$ cat config.mk
export PLATFORM = sky130hd
export DESIGN_NAME = lrpg_mulmod
export DESIGN_NICKNAME = d
export VERILOG_FILES = /design/src/rtl/lrpg_pkg.sv /design/src/rtl/lrpg_mulmod.sv
export SDC_FILE = /design/constraint.sdc
export NUM_CORES = 1
export LEC_CHECK = 0
export BUFFER_PORTS_ARGS = -buffer_cell sky130_fd_sc_hd__buf_2
export CORE_ASPECT_RATIO = 1.75
export CORE_MARGIN = 2
export CORE_UTILIZATION = 60
export DETAILED_ROUTE_END_ITERATION = 7
export PLACE_DENSITY = 0.84
export SETUP_SLACK_MARGIN = 0.02
export SLEW_MARGIN = 20
export SYNTH_ARGS = -nofsm -noshare
export SYNTH_HDL_FRONTEND = slang
export SYNTH_SLANG_ARGS = --single-unit
$ cat constraint.sdc
create_clock -name clk -period 13.3 [get_ports clk]
set_clock_uncertainty 0.15 [all_clocks]
set_input_delay 1.33 -clock clk [delete_from_list [all_inputs] [get_ports clk]]
set_output_delay 1.33 -clock clk [all_outputs]
set_load 0.02 [all_outputs]
$ cat src/rtl/lrpg_pkg.sv
package lrpg_pkg;

    localparam int DIMENSIONS_DEFAULT    = 10;
    localparam int FRACTION_BITS_DEFAULT = 32;
    localparam int MAX_DIMENSIONS        = 10;
    localparam int TABLE_ROWS            = 19;
    localparam int ROW_W                 = 5;
    localparam int MOD_W                 = 30;
    localparam int REQ_W                 = 30;
    localparam int INDEX_W               = 30;
    localparam int DIM_W                 = 4;
    localparam int COORD_W               = 32;
    localparam int PROD_W                = MOD_W + INDEX_W + 1;

    localparam logic KIND_LOAD     = 1'b0;
    localparam logic KIND_GENERATE = 1'b1;

    function automatic logic [MOD_W-1:0] row_modulus(input logic [ROW_W-1:0] row);
        logic [MOD_W-1:0] n;
        case (row)
            5'd0:  n = 30'd10007;
            5'd1:  n = 30'd20011;
            5'd2:  n = 30'd30011;
            5'd3:  n = 30'd50021;
            5'd4:  n = 30'd100003;
            5'd5:  n = 30'd200003;
            5'd6:  n = 30'd300017;
            5'd7:  n = 30'd400009;
            5'd8:  n = 30'd500009;
            5'd9:  n = 30'd750019;
            5'd10: n = 30'd1000003;
            5'd11: n = 30'd1500007;
            5'd12: n = 30'd2000003;
            5'd13: n = 30'd3000017;
            5'd14: n = 30'd4000037;
            5'd15: n = 30'd6000011;
            5'd16: n = 30'd8000009;
            5'd17: n = 30'd10000019;
            default: n = 30'd1000000000;
        endcase
        return n;
    endfunction

    // generator coefficient for dimension d (0..9) of a row
    function automatic logic [MOD_W-1:0] row_coef(input logic [ROW_W-1:0] row,
                                                  input logic [DIM_W-1:0] d);
        logic [MOD_W-1:0] c [0:6];
        logic [MOD_W-1:0] a;
        c[0] = '0; c[1] = '0; c[2] = '0; c[3] = '0; c[4] = '0; c[5] = '0; c[6] = '0;
        case (row)
            5'd0:  begin c = '{30'd1905, 30'd6491, 30'd6710, 30'd3611, 30'd4146,
                              30'd2607, 30'd2863}; end
            5'd1:  begin c = '{30'd7191, 30'd2057, 30'd3758, 30'd8928, 30'd5960,
                              30'd14809, 30'd12988}; end
            5'd2:  begin c = '{30'd13167, 30'd26353, 30'd2769, 30'd26069, 30'd14716,
                              30'd14556, 30'd8606}; end
            5'd3:  begin c = '{30'd11281, 30'd7537, 30'd39218, 30'd32534, 30'd11977,
                              30'd5816, 30'd32765}; end
            5'd4:  begin c = '{30'd20285, 30'd68883, 30'd49739, 30'd25348, 30'd68757,
                              30'd93907, 30'd46351}; end
            5'd5:  begin c = '{30'd47369, 30'd188507, 30'd54145, 30'd156036, 30'd158419,
                              30'd37051, 30'd42494}; end
            5'd6:  begin c = '{30'd81575, 30'd103565, 30'd136172, 30'd101475, 30'd54078,
                              30'd262899, 30'd170731}; end
            5'd7:  begin c = '{30'd193141, 30'd206577, 30'd390670, 30'd296791, 30'd20804,
                              30'd14959, 30'd331221}; end
            5'd8:  begin c = '{30'd42535, 30'd193663, 30'd307439, 30'd182488, 30'd487373,
                              30'd37415, 30'd418387}; end
            5'd9:  begin c = '{30'd10525, 30'd522832, 30'd667416, 30'd625465, 30'd102362,
                              30'd332766, 30'd523439}; end
            5'd10: begin c = '{30'd417564, 30'd171019, 30'd163483, 30'd410620, 30'd615303,
                              30'd611111, 30'd188073}; end
            5'd11: begin c = '{30'd413996, 30'd388189, 30'd943278, 30'd1496508, 30'd434758,
                              30'd733031, 30'd985685}; end
            5'd12: begin c = '{30'd832685, 30'd1269182, 30'd1228431, 30'd532894, 30'd174792,
                              30'd458201, 30'd527381}; end
            5'd13: begin c = '{30'd368334, 30'd166765, 30'd2871452, 30'd407635, 30'd979274,
                              30'd1865572, 30'd2703215}; end
            5'd14: begin c = '{30'd72362, 30'd210611, 30'd92212, 30'd583028, 30'd681897,
                              30'd2974319, 30'd1680656}; end
            5'd15: begin c = '{30'd1323844, 30'd1723313, 30'd1392620, 30'd251332,
                              30'd5750225, 30'd908859, 30'd5328166}; end
            5'd16: begin c = '{30'd93973, 30'd6914802, 30'd3957321, 30'd907968, 30'd4380879,
                              30'd3879127, 30'd4791477}; end
            5'd17: begin c = '{30'd1833663, 30'd3609180, 30'd7252140, 30'd5522715,
                              30'd8914182, 30'd4652083, 30'd6262402}; end
            default: begin c = '{30'd1, 30'd1, 30'd1, 30'd1, 30'd1, 30'd1, 30'd1}; end
        endcase
        if (d < 4'd3) a = 30'd1;
        else if (d <= 4'd9) a = c[3'(d - 4'd3)];
        else a = 30'd1;
        return a;
    endfunction

endpackage

$ cat src/rtl/lrpg_mulmod.sv
// (a * m) mod n, bit-serial: one multiplier bit per cycle, MSB first.
// acc <- 2*acc mod n, then + a mod n. Inputs a < n, m arbitrary 31 bits.
module lrpg_mulmod (
    input  logic                        clk,
    input  logic                        rst_n,
    input  logic                        start,
    input  logic [lrpg_pkg::MOD_W-1:0]  coef,
    input  logic [lrpg_pkg::INDEX_W:0]  mult,
    input  logic [lrpg_pkg::MOD_W-1:0]  modulus,
    output logic                        busy,
    output logic                        done,
    output logic [lrpg_pkg::MOD_W-1:0]  residue
);
    localparam int MB  = lrpg_pkg::INDEX_W + 1;
    localparam int CW  = $clog2(MB + 1);

    logic [lrpg_pkg::MOD_W-1:0] acc_reg, acc_next;
    logic [MB-1:0]              m_reg, m_next;
    logic [CW-1:0]              cnt_reg, cnt_next;
    logic                       busy_reg, busy_next;
    logic                       done_reg, done_next;
    logic [lrpg_pkg::MOD_W:0]   dbl, dsub, add, asub;
    logic [lrpg_pkg::MOD_W-1:0] dmod;

    always_comb
    begin
        dbl  = {acc_reg, 1'b0};
        dsub = dbl - {1'b0, modulus};
        dmod = (dbl >= {1'b0, modulus}) ? dsub[lrpg_pkg::MOD_W-1:0]
                                         : acc_reg << 1;
        add  = {1'b0, dmod} + (m_reg[MB-1] ? {1'b0, coef} : '0);
        asub = add - {1'b0, modulus};
        acc_next  = acc_reg;
        m_next    = m_reg;
        cnt_next  = cnt_reg;
        busy_next = busy_reg;
        done_next = 1'b0;
        if (start)
        begin
            acc_next  = '0;
            m_next    = mult;
            cnt_next  = CW'(MB);
            busy_next = 1'b1;
        end
        else if (busy_reg)
        begin
            acc_next = (add >= {1'b0, modulus}) ? asub[lrpg_pkg::MOD_W-1:0]
                                                 : add[lrpg_pkg::MOD_W-1:0];
            m_next   = m_reg << 1;
            cnt_next = cnt_reg - 1'b1;
            if (cnt_reg == CW'(1))
            begin
                busy_next = 1'b0;
                done_next = 1'b1;
            end
        end
    end

    always_ff @(posedge clk or negedge rst_n)
    begin
        if (!rst_n)
        begin
            busy_reg <= 1'b0;
            done_reg <= 1'b0;
            cnt_reg  <= '0;
        end
        else
        begin
            busy_reg <= busy_next;
            done_reg <= done_next;
            cnt_reg  <= cnt_next;
        end
    end

    always_ff @(posedge clk)
    begin
        acc_reg <= acc_next;
        m_reg   <= m_next;
    end

    assign busy    = busy_reg;
    assign done    = done_reg;
    assign residue = acc_reg;
endmodule

==> qor.csv <==
stage,metric,value,unit
clocking,Clock Path Buffers,2,
synth,synth warn,0,
setup_path,buffers plus inverters on the worst setup path,4,
clocking,Worst-path clk slew,0.06,ns
status,status,finished clean,
sta,setup ws final,3.95,ns
floorplanning,core area,13000,µm²
sta,Final Setup Violations,0,
setup_path,CP max stage cell,buf_4,
sta,worst slew pin tran,0.960,ns
finish,max reg flops,31,
sta,fin. max-slew vios,0,
clocking,Num CTS Buffers,9,
synth,syn avg cell area,8.45,µm²
place,Placed Cells,1225,
place,Final GP Congestion,0.998,
grt,largest net degree at the start of global routing,57,
clocking,CTS resizes,0,
route,DRT Wirelength,23700,µm
floorplanning,Starting Density,61.7,%
synth,Post-Synth Simple-Gate Area,16.3,%
sta,Max Fclk,0.107,GHz
grt,initial antenna violation count,0,
clocking,"Setup Fix Bufs, Post-CTS",0,
route,via count,7735,
clocking,Post-CTS Hold Fix Bufs,0,
synth,Yosys cell types,71,
sta,post-route minimum period,9.35,ns
finish,layout cell share with drive strength beyond 1,21.0,%
run,Max-Cap Viols,0,
setup_path,kind of critical path,primary input to register,
finish,final core occ,69.9,%
finish,"commonest non-fill, non-tap cells in the layout","125 x buf_2, 92 x ha_1, 77 x a21oi_1, 69 x nor2_1, 65 x nand2_1",
route,Antenna Violating Nets Remaining,0,
place,dpl ws,3.73,ns
sta,Final period util,70.3,%
sta,setup repair after global routing missed its margin,no,
floorplanning,I/O Pins,126,
sta,final hold violations,0,
synth,Yosys reg bits,68,
grt,GRT Total Usage,32.5,%
setup_path,Top Family by Delay on Critical Path,compound AO/OA/AOI/OAI gates,
clocking,H-tree levels,3,
route,Residual DRC,0,
grt,vias in the first global route,7868,
sta,setup TNS,0,ns
synth,Async SR Flop Fraction,10.3,%
synth,syn nets,1139,
floorplanning,FP Rows,55,
synth,"EDFF count, synth",31,
place,post-DP HPWL,18800,µm
floorplanning,Die Area,14400,µm²
finish,"commonest non-fill, non-tap cell in the layout",buf_2,
synth,mapped cell area,8030,µm²
setup_path,Worst setup SP type,primary input,
min_path,Worst Hold Class,register to register,
finish,non-filler instance count after layout,1241,
setup_path,CP arrival,9.40,ns
synth,XOR/XNOR Fraction of Synth Area,9.16,%
route,1st-iter DRT viols,502,
clocking,"Clk Latency, worst-skew pair",0.35,ns
clocking,CTS tree,done,
grt,grt total ovfl,0,
synth,Synth Instances,950,
floorplanning,die height,157,µm
synth,largest family of logic cells by synthesized area,compound AO/OA/AOI/OAI gates,
setup_path,Crit. End Element,register,
finish,# diodes,0,
setup_path,"Largest stage delay, worst path",0.47,ns
sta,max_slew headroom,35.6,%
route,Detailed Routing Iterations Pass 1,5,
finish,Post-layout nets,1254,
finish,P&R area growth vs syn,13.2,%
setup_path,CP Max Fanout,30,
route,Routed WL per cell,19.1,µm
place,# port buffers,125,
synth,post-synthesis compound-gate area fraction,22.9,%
floorplanning,die width,91.4,µm
synth,post-synthesis sequential area ratio,21.3,%
setup_path,Crit path required time,13.35,ns
clocking,Sink Count,68,
synth,post-synthesis adder-cell area fraction,15.1,%
clocking,root buffer cell,clkbuf_16,
synth,mux cell area share after synthesis,10.8,%
synth,top_reg_cell synth,edfxtp_1,
grt,first-pass GRT wire length,37100,µm
route,Via density,6.23,
[tightest hold or removal path: stages, from the launching register on]
cell and delay, ns:
dfxtp_1 0.34, nor2_1 0.09, a211oi_1 0.05
[final timing paths]
check / cells after the start / to / from / slack, ns
worst max-delay path: 34 / residue[2] / modulus[3] / 3.95
worst min-delay path: 2 / residue[26] / residue[26] / 0.38
worst max register to register: 32 / residue[2] / residue[3] / 4.72
worst min register to register: 2 / residue[26] / residue[26] / 0.38
max in group asynchronous: 1 / cnt_reg[3] / rst_n / 12.19
min in group asynchronous: 1 / cnt_reg[1] / rst_n / 0.66
[area by class of cell]
class / count / area [µm²]
Clock buffer: 11 / 254
Clock inverter: 5 / 58.8
Inverter: 58 / 218
Multi-Input combinational cell: 797 / 5970
Tap cell: 171 / 214
Timing Repair Buffer: 131 / 671
Sequential cell: 68 / 1710
Fill cell: 1115 / 3920
[routing by layer]
| layer | routed length (µm) | GRT usage, % | vias up |
|---|---|---|---|
| li1 | - | - | 3699 |
| met1 | 8350 | 31.5 | 3601 |
| met2 | 12400 | 61.9 | 318 |
| met3 | 1160 | 3.78 | 117 |
| met4 | 1810 | 24.3 | 0 |
| met5 | 0 | 0 | - |
[cell usage after synthesis, types with 3 or more instances]
cell	count	area share, %
nand2_1	65	3.0
a221o_1	3	0.37
clkbuf_1	20	0.93
mux2i_1	24	3.0
edfxtp_1	31	12
and3_1	5	0.39
ha_1	92	14
or3_1	5	0.39
o21ai_1	3	0.19
a21oi_1	77	4.8
inv_1	58	2.7
o211ai_1	5	0.47
a21boi_0	4	0.37
and2_1	33	2.6
o21a_1	12	1.1
a31oi_1	9	0.70
o21ai_0	53	3.3
xor2_1	36	3.9
dfrtp_1	7	2.2
fa_1	3	0.75
a21o_1	35	3.3
nor2_1	69	3.2
buf_4	3	0.28
xnor2_1	48	5.2
mux2_2	56	7.9
dfxtp_1	30	7.5
nor3_1	18	1.1
nor4_1	3	0.23
a21oi_2	4	0.44
nand4_1	13	1.0
a211oi_1	21	2.0
o31ai_1	3	0.28
nor2b_1	14	1.1
nand3_1	16	1.0
nand2b_1	14	1.1
o21bai_1	13	1.2
[stage by stage]
| stage | hold slack, ns | cell area, µm² |
|---|---|---|
| final | 0.376 | 9090 |
| after global routing | 0.410 | 9090 |
| after CTS | 0.371 | 9090 |
| after detailed placement | 0.361 | 8770 |
| after global placement | 0.352 | 8770 |
| after floorplan | 0.335 | 8030 |
[cell families (layout without fill, tap and decap cells)]
group	after synthesis	count (layout)
buffers and inverters	85	205
AND/OR/NAND/NOR	266	266
AO/OA/AOI/OAI	272	272
flip-flops	68	68
adder cells (fa/ha/maj)	95	95
multiplexers	80	80
XOR/XNOR	84	84
Power is left out: the tool's default activity adds up to more than one toggle a clock period on the data nets, which glitch-free logic cannot reach.
