===== config.mk =====
export PLATFORM = sky130hd
export DESIGN_NAME = lrpg_fracdiv
export DESIGN_NICKNAME = d
export VERILOG_FILES = /design/src/rtl/lrpg_pkg.sv /design/src/rtl/lrpg_fracdiv.sv
export SDC_FILE = /design/constraint.sdc
export NUM_CORES = 1
export LEC_CHECK = 0
export BUFFER_PORTS_ARGS = -buffer_cell sky130_fd_sc_hd__buf_2
export CAP_MARGIN = 40
export CORE_UTILIZATION = 50
export CTS_CLUSTER_SIZE = 12
export DETAILED_ROUTE_END_ITERATION = 10
export PLACE_DENSITY = 0.84
export REMOVE_ABC_BUFFERS = 1
export SLEW_MARGIN = 20
export SYNTH_ARGS = -nofsm -noshare
export SYNTH_HDL_FRONTEND = slang
export SYNTH_SLANG_ARGS = --single-unit
export TNS_END_PERCENT = 30

===== constraint.sdc =====
create_clock -name clk -period 2.76 [get_ports clk]
set_input_delay 0.552 -clock clk [delete_from_list [all_inputs] [get_ports clk]]
set_output_delay 0.552 -clock clk [all_outputs]
set_load 0.02 [all_outputs]

===== src/rtl/lrpg_pkg.sv =====
package lrpg_pkg;

    localparam int DIMENSIONS_DEFAULT    = 10;
    localparam int FRACTION_BITS_DEFAULT = 32;
    localparam int MAX_DIMENSIONS        = 10;
    localparam int TABLE_ROWS            = 19;
    localparam int ROW_W                 = 5;
    localparam int MOD_W                 = 30;
    localparam int REQ_W                 = 30;
    localparam int INDEX_W               = 30;
    localparam int DIM_W                 = 4;
    localparam int COORD_W               = 32;
    localparam int PROD_W                = MOD_W + INDEX_W + 1;

    localparam logic KIND_LOAD     = 1'b0;
    localparam logic KIND_GENERATE = 1'b1;

    function automatic logic [MOD_W-1:0] row_modulus(input logic [ROW_W-1:0] row);
        logic [MOD_W-1:0] n;
        case (row)
            5'd0:  n = 30'd10007;
            5'd1:  n = 30'd20011;
            5'd2:  n = 30'd30011;
            5'd3:  n = 30'd50021;
            5'd4:  n = 30'd100003;
            5'd5:  n = 30'd200003;
            5'd6:  n = 30'd300017;
            5'd7:  n = 30'd400009;
            5'd8:  n = 30'd500009;
            5'd9:  n = 30'd750019;
            5'd10: n = 30'd1000003;
            5'd11: n = 30'd1500007;
            5'd12: n = 30'd2000003;
            5'd13: n = 30'd3000017;
            5'd14: n = 30'd4000037;
            5'd15: n = 30'd6000011;
            5'd16: n = 30'd8000009;
            5'd17: n = 30'd10000019;
            default: n = 30'd1000000000;
        endcase
        return n;
    endfunction

    // generator coefficient for dimension d (0..9) of a row
    function automatic logic [MOD_W-1:0] row_coef(input logic [ROW_W-1:0] row,
                                                  input logic [DIM_W-1:0] d);
        logic [MOD_W-1:0] c [0:6];
        logic [MOD_W-1:0] a;
        c[0] = '0; c[1] = '0; c[2] = '0; c[3] = '0; c[4] = '0; c[5] = '0; c[6] = '0;
        case (row)
            5'd0:  begin c = '{30'd1905, 30'd6491, 30'd6710, 30'd3611, 30'd4146,
                              30'd2607, 30'd2863}; end
            5'd1:  begin c = '{30'd7191, 30'd2057, 30'd3758, 30'd8928, 30'd5960,
                              30'd14809, 30'd12988}; end
            5'd2:  begin c = '{30'd13167, 30'd26353, 30'd2769, 30'd26069, 30'd14716,
                              30'd14556, 30'd8606}; end
            5'd3:  begin c = '{30'd11281, 30'd7537, 30'd39218, 30'd32534, 30'd11977,
                              30'd5816, 30'd32765}; end
            5'd4:  begin c = '{30'd20285, 30'd68883, 30'd49739, 30'd25348, 30'd68757,
                              30'd93907, 30'd46351}; end
            5'd5:  begin c = '{30'd47369, 30'd188507, 30'd54145, 30'd156036, 30'd158419,
                              30'd37051, 30'd42494}; end
            5'd6:  begin c = '{30'd81575, 30'd103565, 30'd136172, 30'd101475, 30'd54078,
                              30'd262899, 30'd170731}; end
            5'd7:  begin c = '{30'd193141, 30'd206577, 30'd390670, 30'd296791, 30'd20804,
                              30'd14959, 30'd331221}; end
            5'd8:  begin c = '{30'd42535, 30'd193663, 30'd307439, 30'd182488, 30'd487373,
                              30'd37415, 30'd418387}; end
            5'd9:  begin c = '{30'd10525, 30'd522832, 30'd667416, 30'd625465, 30'd102362,
                              30'd332766, 30'd523439}; end
            5'd10: begin c = '{30'd417564, 30'd171019, 30'd163483, 30'd410620, 30'd615303,
                              30'd611111, 30'd188073}; end
            5'd11: begin c = '{30'd413996, 30'd388189, 30'd943278, 30'd1496508, 30'd434758,
                              30'd733031, 30'd985685}; end
            5'd12: begin c = '{30'd832685, 30'd1269182, 30'd1228431, 30'd532894, 30'd174792,
                              30'd458201, 30'd527381}; end
            5'd13: begin c = '{30'd368334, 30'd166765, 30'd2871452, 30'd407635, 30'd979274,
                              30'd1865572, 30'd2703215}; end
            5'd14: begin c = '{30'd72362, 30'd210611, 30'd92212, 30'd583028, 30'd681897,
                              30'd2974319, 30'd1680656}; end
            5'd15: begin c = '{30'd1323844, 30'd1723313, 30'd1392620, 30'd251332,
                              30'd5750225, 30'd908859, 30'd5328166}; end
            5'd16: begin c = '{30'd93973, 30'd6914802, 30'd3957321, 30'd907968, 30'd4380879,
                              30'd3879127, 30'd4791477}; end
            5'd17: begin c = '{30'd1833663, 30'd3609180, 30'd7252140, 30'd5522715,
                              30'd8914182, 30'd4652083, 30'd6262402}; end
            default: begin c = '{30'd1, 30'd1, 30'd1, 30'd1, 30'd1, 30'd1, 30'd1}; end
        endcase
        if (d < 4'd3) a = 30'd1;
        else if (d <= 4'd9) a = c[3'(d - 4'd3)];
        else a = 30'd1;
        return a;
    endfunction

endpackage


===== src/rtl/lrpg_fracdiv.sv =====
// floor(r * 2^FRACTION_BITS / n) for r < n, restoring division, one bit per cycle.
module lrpg_fracdiv #(
    parameter int FRACTION_BITS = lrpg_pkg::FRACTION_BITS_DEFAULT
) (
    input  logic                        clk,
    input  logic                        rst_n,
    input  logic                        start,
    input  logic [lrpg_pkg::MOD_W-1:0]  rem_in,
    input  logic [lrpg_pkg::MOD_W-1:0]  modulus,
    output logic                        busy,
    output logic                        done,
    output logic [FRACTION_BITS-1:0]    quotient
);
    localparam int CW = $clog2(FRACTION_BITS + 1);

    logic [lrpg_pkg::MOD_W-1:0] r_reg, r_next;
    logic [FRACTION_BITS-1:0]   q_reg, q_next;
    logic [CW-1:0]              cnt_reg, cnt_next;
    logic                       busy_reg, busy_next;
    logic                       done_reg, done_next;
    logic [lrpg_pkg::MOD_W:0]   sh, diff;

    always_comb
    begin
        sh   = {r_reg, 1'b0};
        diff = sh - {1'b0, modulus};
        r_next    = r_reg;
        q_next    = q_reg;
        cnt_next  = cnt_reg;
        busy_next = busy_reg;
        done_next = 1'b0;
        if (start)
        begin
            r_next    = rem_in;
            q_next    = '0;
            cnt_next  = CW'(FRACTION_BITS);
            busy_next = 1'b1;
        end
        else if (busy_reg)
        begin
            if (sh >= {1'b0, modulus})
            begin
                r_next = diff[lrpg_pkg::MOD_W-1:0];
                q_next = {q_reg[FRACTION_BITS-2:0], 1'b1};
            end
            else
            begin
                r_next = sh[lrpg_pkg::MOD_W-1:0];
                q_next = {q_reg[FRACTION_BITS-2:0], 1'b0};
            end
            cnt_next = cnt_reg - 1'b1;
            if (cnt_reg == CW'(1))
            begin
                busy_next = 1'b0;
                done_next = 1'b1;
            end
        end
    end

    always_ff @(posedge clk or negedge rst_n)
    begin
        if (!rst_n)
        begin
            busy_reg <= 1'b0;
            done_reg <= 1'b0;
            cnt_reg  <= '0;
        end
        else
        begin
            busy_reg <= busy_next;
            done_reg <= done_next;
            cnt_reg  <= cnt_next;
        end
    end

    always_ff @(posedge clk)
    begin
        r_reg <= r_next;
        q_reg <= q_next;
    end

    assign busy     = busy_reg;
    assign done     = done_reg;
    assign quotient = q_reg;
endmodule


==> results.yml, run 1 <==
synthesis:
  avgSynthCellArea_um2: 8.87
  synth_cell_type_count: 54
  yosysWarnings: 0
  netlist_instances: 528
  ys_seq_area_share_pct: 37.2
  async_reset_ff_share_pct: 11.4
  synth_edf_count: 30
  synth-main-ff-cell: "dfxtp_1"
  netlist_area_um2: 4680
  synth-seq-cells: 70
clock_tree:
  clock_sinks: 70
  cts_hold_buf: 0
  clk_latency_ps: 360
  cts_tree: "done"
  cts_root_buf: "clkbuf_8"
  cts_buffers: 9
  clkTransAtPathRegs_ps: 80
  clockBufferDepth: 2
  htree_levels: 3
final_layout:
  area.growth.synth_to_final_pct: 36.0
  largest_reg_flops: 32
  insertedDiodeCount: 0
  final_cells: 819
  drive_gt1_share_pct: 34.0
  layout_common_cells: "buf_2 (96), buf_4 (84), nor2_1 (63)"
  num-nets-final: 802
  layout_commonest_cell: "buf_2"
power:
  clockPowerShare_pct: 11.9
  power.density_nw_per_um2: 1140
  p_int_mw: 4.32
  seq_power_share_pct: 22.7
  switchingPower_mw: 2.97
  total_power_mw: 7.28
  netSwitchingFraction_pct: 40.7
  peakVddDrop_mv: 0.524
  p_leak_nw: 3.27
  power_frac_comb_pct: 65.3
setup_path:
  reg2reg_from: "r_reg[3]$_DFFE_PP_"
  cp_slowest_cell: "nor4_1"
  r2r-end: "r_reg[16]$_DFFE_PP_"
  critPathMaxFanout: 3
  cp.required_ps: 2840
  crit_path_end_kind: "flip-flop"
  rrSetupSlack_ps: -260
  cpPeakStageDelay_ps: 460
  startpoint_type: "flip-flop"
  critical_path_class: "reg2reg"
  arrival_ps: 3100
  cp_cell_sequence: "ha_1, buf_4, nor4_1, o211ai_1, nand2_1, o21ai_0, a211o_1, a21oi_1, xnor2_1, mux2i_1, o21ai_1"
  rr_worst_depth: 11
placement:
  globalplace.congestion: 0.909
  dpl.cell_count: 788
  io_buffers: 96
  dp_hpwl_mm: 8.93
  dp_slack_ps: -419
floorplan:
  die_w_um: 98.8
  die_h_um: 98.8
  io_pins: 97
  num_rows: 34
  start_util_pct: 52.7
  core_um2: 8890
  dieArea_um2: 9760
timing:
  min_period_ps: 3020
  whs_ps: 20.6
  finClkSkew_ps: 15.6
  finalHoldViolations: 0
  setup_slack_ps: -257
  fmax_ghz: 0.331
  rsz0062_at_grt: "yes"
  setup_tns_ps: -4430
  finalSetupViolations: 29
  slew_headroom_pct: 59.4
  finalMaxSlewViolations: 0
  period_share_pct: 109
  worst_pin_slew_ps: 605
status:
  violations: "setup timing"
  outcome: "complete, but fails checks"
run:
  drv_cap: 0
route:
  ant_nets: 0
  drt_first_iter_violations: 250
  vias_per_cell: 5.72
  vias: 4682
  drc_errors: 0
  post_drt_wl_per_cell_um: 16.5
  routed_wl_mm: 13.5
  firstDrtPassIters: 5
grt:
  grt_start_max_net_pins: 60
  grt_pass1_vias: 4638
  grt_antenna_before_repair: 0
  grt_pass1_wl_mm: 20.8
  grt_remaining_overflow: 0
  grt.total_usage_pct: 26.8
worst_hold_path:
  min_path_type: "in2async"
[logic make-up after synthesis]
group	count (synthesis)	share of synthesized area, %
DFF	70	37.2
xor gates and xnor gates	26	4.86
muxes	52	11.1
buffers and inverters	65	6.09
AOI/OAI and AO/OA	117	16.1
adders and majority gates	33	8.98
and+or+nand+nor	165	15.7
[timing repair]
action / CTS / global route
pin swaps: 7 / 12
endpoints found under the setup margin: 28 / 31
setup buffers: 4 / 9
hold endpoints to repair: 0 / 0
gates cloned: 2 / 0
gates resized for setup: 17 / 40
[stage by stage]
stage	instance area [um^2]	utilization, %
floorplan	4560	-
global placement	5780	65.0
detailed placement	5780	65.0
CTS	6150	69.2
global route	6370	71.6
finish	6370	71.6
[worst max-delay path: cells and delay by family (launching register included)]
family          cells  cell delay [ps]
simple gates        2              670
xor+xnor            1               90
fa+ha+maj           1              230
mux                 1              140
buf+inv             1              150
compound gates      5             1080
flops               1              400
[routing by layer]
metal / up-vias / track usage, % / wire length [um]
met2: 236 / 47.5 / 6590
met1: 2165 / 30.4 / 5460
met4: 0 / 12.1 / 596
met3: 67 / 6.67 / 888
li1: 2214 / - / -
met5: - / 0 / 0
[cells in the mapped netlist (3+ instances only)]
master    number  area share [%]
o21ai_1       11             1.2
o31ai_1        4            0.64
edfxtp_1      30              19
buf_1          3            0.24
o211ai_1       3            0.48
nor3_1        13             1.4
o21a_1         5            0.80
inv_1         43             3.4
xnor2_1       19             3.6
dfrtp_1        8             4.3
mux2i_1       52              11
o21ai_0       27             2.9
a21oi_1       29             3.1
nand2_1       49             3.9
and2_1         3            0.40
dfxtp_1       32              14
a21boi_0       3            0.48
nand2b_1       5            0.67
nor2b_1        5            0.67
xor2_1         7             1.3
o211ai_2       3            0.80
o21bai_1       4            0.64
nor2_1        63             5.0
a21o_1         6            0.96
clkbuf_1      14             1.1
ha_1          32             8.5
nand4_1        6            0.80
a211oi_1       4            0.64
nand3_1       11             1.2
a31oi_1        3            0.40
[final cells by class]
type / instances / area, um^2
timing repair buffer: 188 / 1250
inverter: 44 / 165
multi-input combinational: 393 / 2870
tap: 108 / 135
clock buffer: 11 / 141
clock inverter: 5 / 56.3
sequential: 70 / 1740
fill: 616 / 2520
[power groups by stage]
stage	Clock (mW)	Sequential (mW)	Combinational, mW
finish	0.870	1.66	4.76
global route	0.926	1.68	5.10
CTS	0.892	1.63	4.20
detailed placement	0	1.64	3.84
global placement	0	1.62	3.70
floorplan	0	1.61	2.34
[how the worst max path moves through the flow]
stage,from,end,slack (ps),cells past startpoint
2_1_floorplan,modulus[12],r_reg[10]$_DFFE_PP_,-390,11
3_3_place_gp,modulus[17],r_reg[4]$_DFFE_PP_,-360,13
3_5_place_dp,modulus[17],r_reg[6]$_DFFE_PP_,-420,13
4_1_cts,r_reg[19]$_DFFE_PP_,r_reg[6]$_DFFE_PP_,-50,10
5_1_grt,r_reg[4]$_DFFE_PP_,r_reg[16]$_DFFE_PP_,-380,11
6_report,r_reg[3]$_DFFE_PP_,r_reg[16]$_DFFE_PP_,-260,11
Note: power is estimated with default switching activity, not from simulation.
==> run 2: changes to the inputs <==
- clock period: 2.76 -> 2.4 ns (I/O delays scaled with it)
==> results.yml, run 2 (same netlist as run 1, synthesis figures left out) <==
setup_path:
  reg2reg_from: "r_reg[22]$_DFFE_PP_"
  cp_num_cells: 10
  arrival_ps: 3070
  startpoint_type: "flip-flop"
  startpoint: "r_reg[22]$_DFFE_PP_"
  cp_cell_sequence: "ha_4, nand4_1, or4_4, o41ai_2, nor2_1, o211ai_2, and2_4, buf_12, mux2i_1, o21ai_1"
  critPathMaxFanout: 5
  cpPeakStageDelay_ps: 600
  crit_family: "simple AND/OR/NAND/NOR gates"
  crit_path_end_kind: "flip-flop"
  r2r-end: "r_reg[13]$_DFFE_PP_"
  worst-path-buf-inv: 1
  rrSetupSlack_ps: -590
  cp-endpoint: "r_reg[13]$_DFFE_PP_"
  cp_slowest_cell: "or4_4"
  rr_worst_depth: 10
  cp.required_ps: 2480
  critical_path_class: "reg2reg"
grt:
  grt_pass1_wl_mm: 21.9
  grt_start_max_net_pins: 59
  grt.total_usage_pct: 28.0
  grt_pass1_vias: 4968
  grt_remaining_overflow: 0
  grt_antenna_before_repair: 0
final_layout:
  fin_area_um2: 6780
  largest_reg_flops: 32
  post-route-util_pct: 76.2
  seqCellArea_um2: 1740
  multi_input_area_um2: 3050
  insertedDiodeCount: 0
  area.growth.synth_to_final_pct: 44.7
  layout_commonest_cell: "buf_4"
  num-nets-final: 830
  drive_gt1_share_pct: 39.1
  final_cells: 847
  layout_common_cells: "buf_4 (108), buf_2 (97), nor2_1 (61)"
  n_fill_cell: 577
power:
  total_power_mw: 9.12
  power.density_nw_per_um2: 1350
  p_leak_nw: 3.43
  peakVddDrop_mv: 0.561
floorplan:
  io_pins: 97
  die_w_um: 98.8
  dieArea_um2: 9760
  start_util_pct: 52.7
  die_h_um: 98.8
  core_um2: 8890
  num_rows: 34
clock_tree:
  clkTransAtPathRegs_ps: 100
  cts_buffers: 9
  clockBufferDepth: 2
  clock_sinks: 70
  cts_tree: "done"
  cts_root_buf: "clkbuf_8"
  clk_latency_ps: 360
  htree_levels: 3
placement:
  dp_hpwl_mm: 9.20
  dpl.cell_count: 806
  placed_area_um2: 5920
  globalplace.congestion: 0.917
  io_buffers: 96
  dp_slack_ps: -724
route:
  drt_first_iter_violations: 368
  ant_nets: 0
  post_drt_wl_per_cell_um: 18.1
  vias: 5057
  routed_wl_mm: 15.3
  firstDrtPassIters: 6
  drc_errors: 0
  vias_per_cell: 5.97
worst_hold_path:
  min_path_type: "in2reg"
  hp-start: "rem_in[7]"
status:
  outcome: "complete, but fails checks"
  violations: "setup timing"
timing:
  worst_pin_slew_ps: 740
  whs_ps: 399
  finalSetupViolations: 31
  finalHoldViolations: 0
  setup_slack_ps: -588
  fmax_ghz: 0.335
  finClkSkew_ps: 13.9
  slew_headroom_pct: 50.3
  rsz0062_at_grt: "yes"
  min_period_ps: 2990
  setup_tns_ps: -14900
  finalMaxSlewViolations: 0
  period_share_pct: 124
run:
  drv_cap: 0
==> run 2: changes by cell type in the layout (fill, tap and decap cells not counted), moves of 3 or more <==
cell / change
ha_1: -6
ha_4: +6
nor3_1: -3
buf_4: +24
o31ai_1: -3
==> run 2: worst min path at each step <==
stage / cells after the start / endpoint / slack (ps)
final: 3 / r_reg[7]$_DFFE_PP_ / 400
after global placement: 1 / cnt_reg[1]$_DFFE_PN0P_ / 330
after global routing: 3 / r_reg[23]$_DFFE_PP_ / 410
after detailed placement: 1 / done$_DFF_PN0_ / 330
after floorplan: 0 / busy$_DFF_PN0_ / 180
after CTS: 3 / r_reg[7]$_DFFE_PP_ / 400
==> run 2: what timing repair did <==
| action | in CTS | in global routing |
|---|---|---|
| hold endpoints to repair | 8 | 0 |
| cloned | 1 | 2 |
| hold buffers | 1 | 0 |
| endpoints found under the setup margin | 31 | 31 |
| gates resized for setup | 37 | 45 |
| pin swaps | 17 | 19 |
| buffers inserted | 9 | 13 |
==> run 2: tightest hold or removal path, stage by stage <==
cell	delay, ps
buf_2	80
nand2_1	40
o21ai_0	50
==> run 2: routing by layer <==
| layer | global-route usage, % | wire [um] |
|---|---|---|
| met5 | 0 | 0 |
| met4 | 14.4 | 757 |
| met3 | 6.95 | 1320 |
| met2 | 50.5 | 7530 |
| met1 | 30.5 | 5730 |
==> run 2: layout make-up <==
cell class,count,share of cell area (%)
Multi-Input combinational cell,393,45.0
Sequential cell,70,25.7
Timing Repair Buffer,216,21.7
Inverter,44,2.44
Clock buffer,11,2.25
Tap cell,108,1.99
Clock inverter,5,0.942
==> run 2: power by group <==
| part | switching [mW] | internal (mW) |
|---|---|---|
| Clock | 0.507 | 0.551 |
| Combinational | 2.99 | 3.13 |
| Sequential | 0.279 | 1.66 |
==> run 3: changes to the inputs <==
--- a/config.mk
+++ b/config.mk
@@ -8,8 +8,8 @@
 export BUFFER_PORTS_ARGS = -buffer_cell sky130_fd_sc_hd__buf_2
 export CAP_MARGIN = 40
-export CORE_UTILIZATION = 50
+export CORE_UTILIZATION = 55
 export CTS_CLUSTER_SIZE = 12
 export DETAILED_ROUTE_END_ITERATION = 10
-export PLACE_DENSITY = 0.84
+export PLACE_DENSITY = 0.87
 export REMOVE_ABC_BUFFERS = 1
 export SLEW_MARGIN = 20
==> constraint.sdc (replaced) <==
create_clock -name clk -period 3.82 [get_ports clk]
set_input_delay 0.573 -clock clk [delete_from_list [all_inputs] [get_ports clk]]
set_output_delay 0.573 -clock clk [all_outputs]
set_load 0.02 [all_outputs]
==> results.yml, run 3 (same netlist as run 1, synthesis figures left out) <==
route:
  firstDrtPassIters: 6
  vias_per_cell: 5.58
  vias: 4071
  routed_wl_mm: 10.8
  drt_first_iter_violations: 150
  drc_errors: 0
  ant_nets: 0
  post_drt_wl_per_cell_um: 14.9
timing:
  worst_pin_slew_ps: 614
  finalMaxSlewViolations: 0
  finalHoldViolations: 0
  setup_tns_ps: 0
  rsz0062_at_grt: "no"
  finClkSkew_ps: 10.9
  slew_headroom_pct: 58.8
  period_share_pct: 83.7
  min_period_ps: 3200
  fmax_ghz: 0.313
  finalSetupViolations: 0
setup_path:
  arrival_ps: 3280
  cp_slowest_cell: "or4_4"
  critPathMaxFanout: 26
  crit_path_end_kind: "flip-flop"
  r2r-end: "r_reg[10]$_DFFE_PP_"
  cp_cell_sequence: "ha_1, and3_1, nand2_2, or4_4, o41ai_2, nor2_1, o211ai_2, and2_4, mux2i_1, o21ai_0"
  reg2reg_from: "r_reg[16]$_DFFE_PP_"
  worst-path-buf-inv: 0
  rr_worst_depth: 10
  startpoint_type: "flip-flop"
  cp.required_ps: 3900
  cpPeakStageDelay_ps: 490
  critical_path_class: "reg2reg"
  rrSetupSlack_ps: 620
  crit_family: "simple AND/OR/NAND/NOR gates"
floorplan:
  core_um2: 8220
  start_util_pct: 57.0
  io_pins: 97
  die_w_um: 94.3
  num_rows: 33
  die_h_um: 94.3
  dieArea_um2: 8890
clock_tree:
  clock_sinks: 70
  cts_root_buf: "clkbuf_8"
  postCtsSetupBuffers: 0
  clkTransAtPathRegs_ps: 80
  cts_hold_buf: 0
  clk_latency_ps: 350
  clockBufferDepth: 2
  cts_buffers: 9
  cts_tree: "done"
  htree_levels: 3
  cts_resized: 0
run:
  drv_cap: 0
power:
  power_frac_comb_pct: 56.1
  peakVddDrop_mv: 0.271
  seq_power_share_pct: 29.9
  netSwitchingFraction_pct: 42.8
  p_leak_nw: 2.80
  power.density_nw_per_um2: 729
  p_int_mw: 2.25
  clockPowerShare_pct: 14.0
  switchingPower_mw: 1.68
placement:
  globalplace.congestion: 0.876
  io_buffers: 96
  dp_hpwl_mm: 7.92
  placed_area_um2: 5220
grt:
  grt_remaining_overflow: 0
  grt_antenna_before_repair: 0
  grt.total_usage_pct: 25.7
  grt_pass1_wl_mm: 18.1
  grt_start_max_net_pins: 42
  grt_pass1_vias: 4127
final_layout:
  drive_gt1_share_pct: 20.0
  area.growth.synth_to_final_pct: 15.2
  post-route-util_pct: 65.7
  layout_commonest_cell: "buf_2"
  fin_area_um2: 5400
  seqCellArea_um2: 1740
  layout_common_cells: "buf_2 (96), nor2_1 (63), mux2i_1 (52)"
  largest_reg_flops: 32
  n_fill_cell: 719
  insertedDiodeCount: 0
  multi_input_area_um2: 2660
  num-nets-final: 716
status:
  outcome: "finished, final reports clean"
worst_hold_path:
  min_path_type: "in2async"
[run 3: cell type report]
class | count | share of cell area, %
Inverter | 44 | 3.06
Timing Repair Buffer | 102 | 9.74
Multi-Input combinational cell | 393 | 49.2
Clock buffer | 12 | 2.69
Tap cell | 105 | 2.43
Sequential cell | 70 | 32.3
Clock inverter | 4 | 0.556
[run 3: worst register-to-register path: cells and delay by family, from the launching register on]
family | cells | cell delay, ps
AND/OR/NAND/NOR | 5 | 1360
AO/OA/AOI/OAI | 3 | 470
adder cells (fa/ha/maj) | 1 | 420
multiplexers | 1 | 260
flip-flops | 1 | 420
[run 3: routing by layer]
metal	global-route usage, %	share of wire [%]	vias to the layer above
li1	-	-	2038
met1	29.7	43	1874
met2	45.7	48	140
met3	6.96	7.4	19
met4	7.95	1.6	0
met5	0	0	-
[run 3: power by group through the flow]
stage / clock network, mW / registers [mW] / logic, mW
finish: 0.553 / 1.18 / 2.21
global route: 0.590 / 1.20 / 2.44
CTS: 0.563 / 1.17 / 2.18
detailed placement: 0 / 1.19 / 2.17
global placement: 0 / 1.17 / 2.08
floorplan: 0 / 1.17 / 1.69
[run 3: per-stage QoR]
stage	hold slack (ps)	cells	setup slack, ps	total power, mW
2_1_floorplan	277	507	650	2.86
3_3_place_gp	419	714	457	3.26
3_5_place_dp	425	714	344	3.35
4_1_cts	51.0	730	606	3.92
5_1_grt	55.1	730	447	4.22
6_report	55.8	730	624	3.94
[run 3: how the worst max path moves through the flow]
stage | slack (ps) | to | cells after the start | start
2_1_floorplan | 650 | r_reg[10]$_DFFE_PP_ | 11 | modulus[12]
3_3_place_gp | 460 | r_reg[21]$_DFFE_PP_ | 12 | modulus[6]
3_5_place_dp | 340 | r_reg[4]$_DFFE_PP_ | 12 | modulus[12]
4_1_cts | 610 | r_reg[10]$_DFFE_PP_ | 10 | r_reg[16]$_DFFE_PP_
5_1_grt | 450 | r_reg[21]$_DFFE_PP_ | 10 | r_reg[5]$_DFFE_PP_
6_report | 620 | r_reg[10]$_DFFE_PP_ | 10 | r_reg[16]$_DFFE_PP_
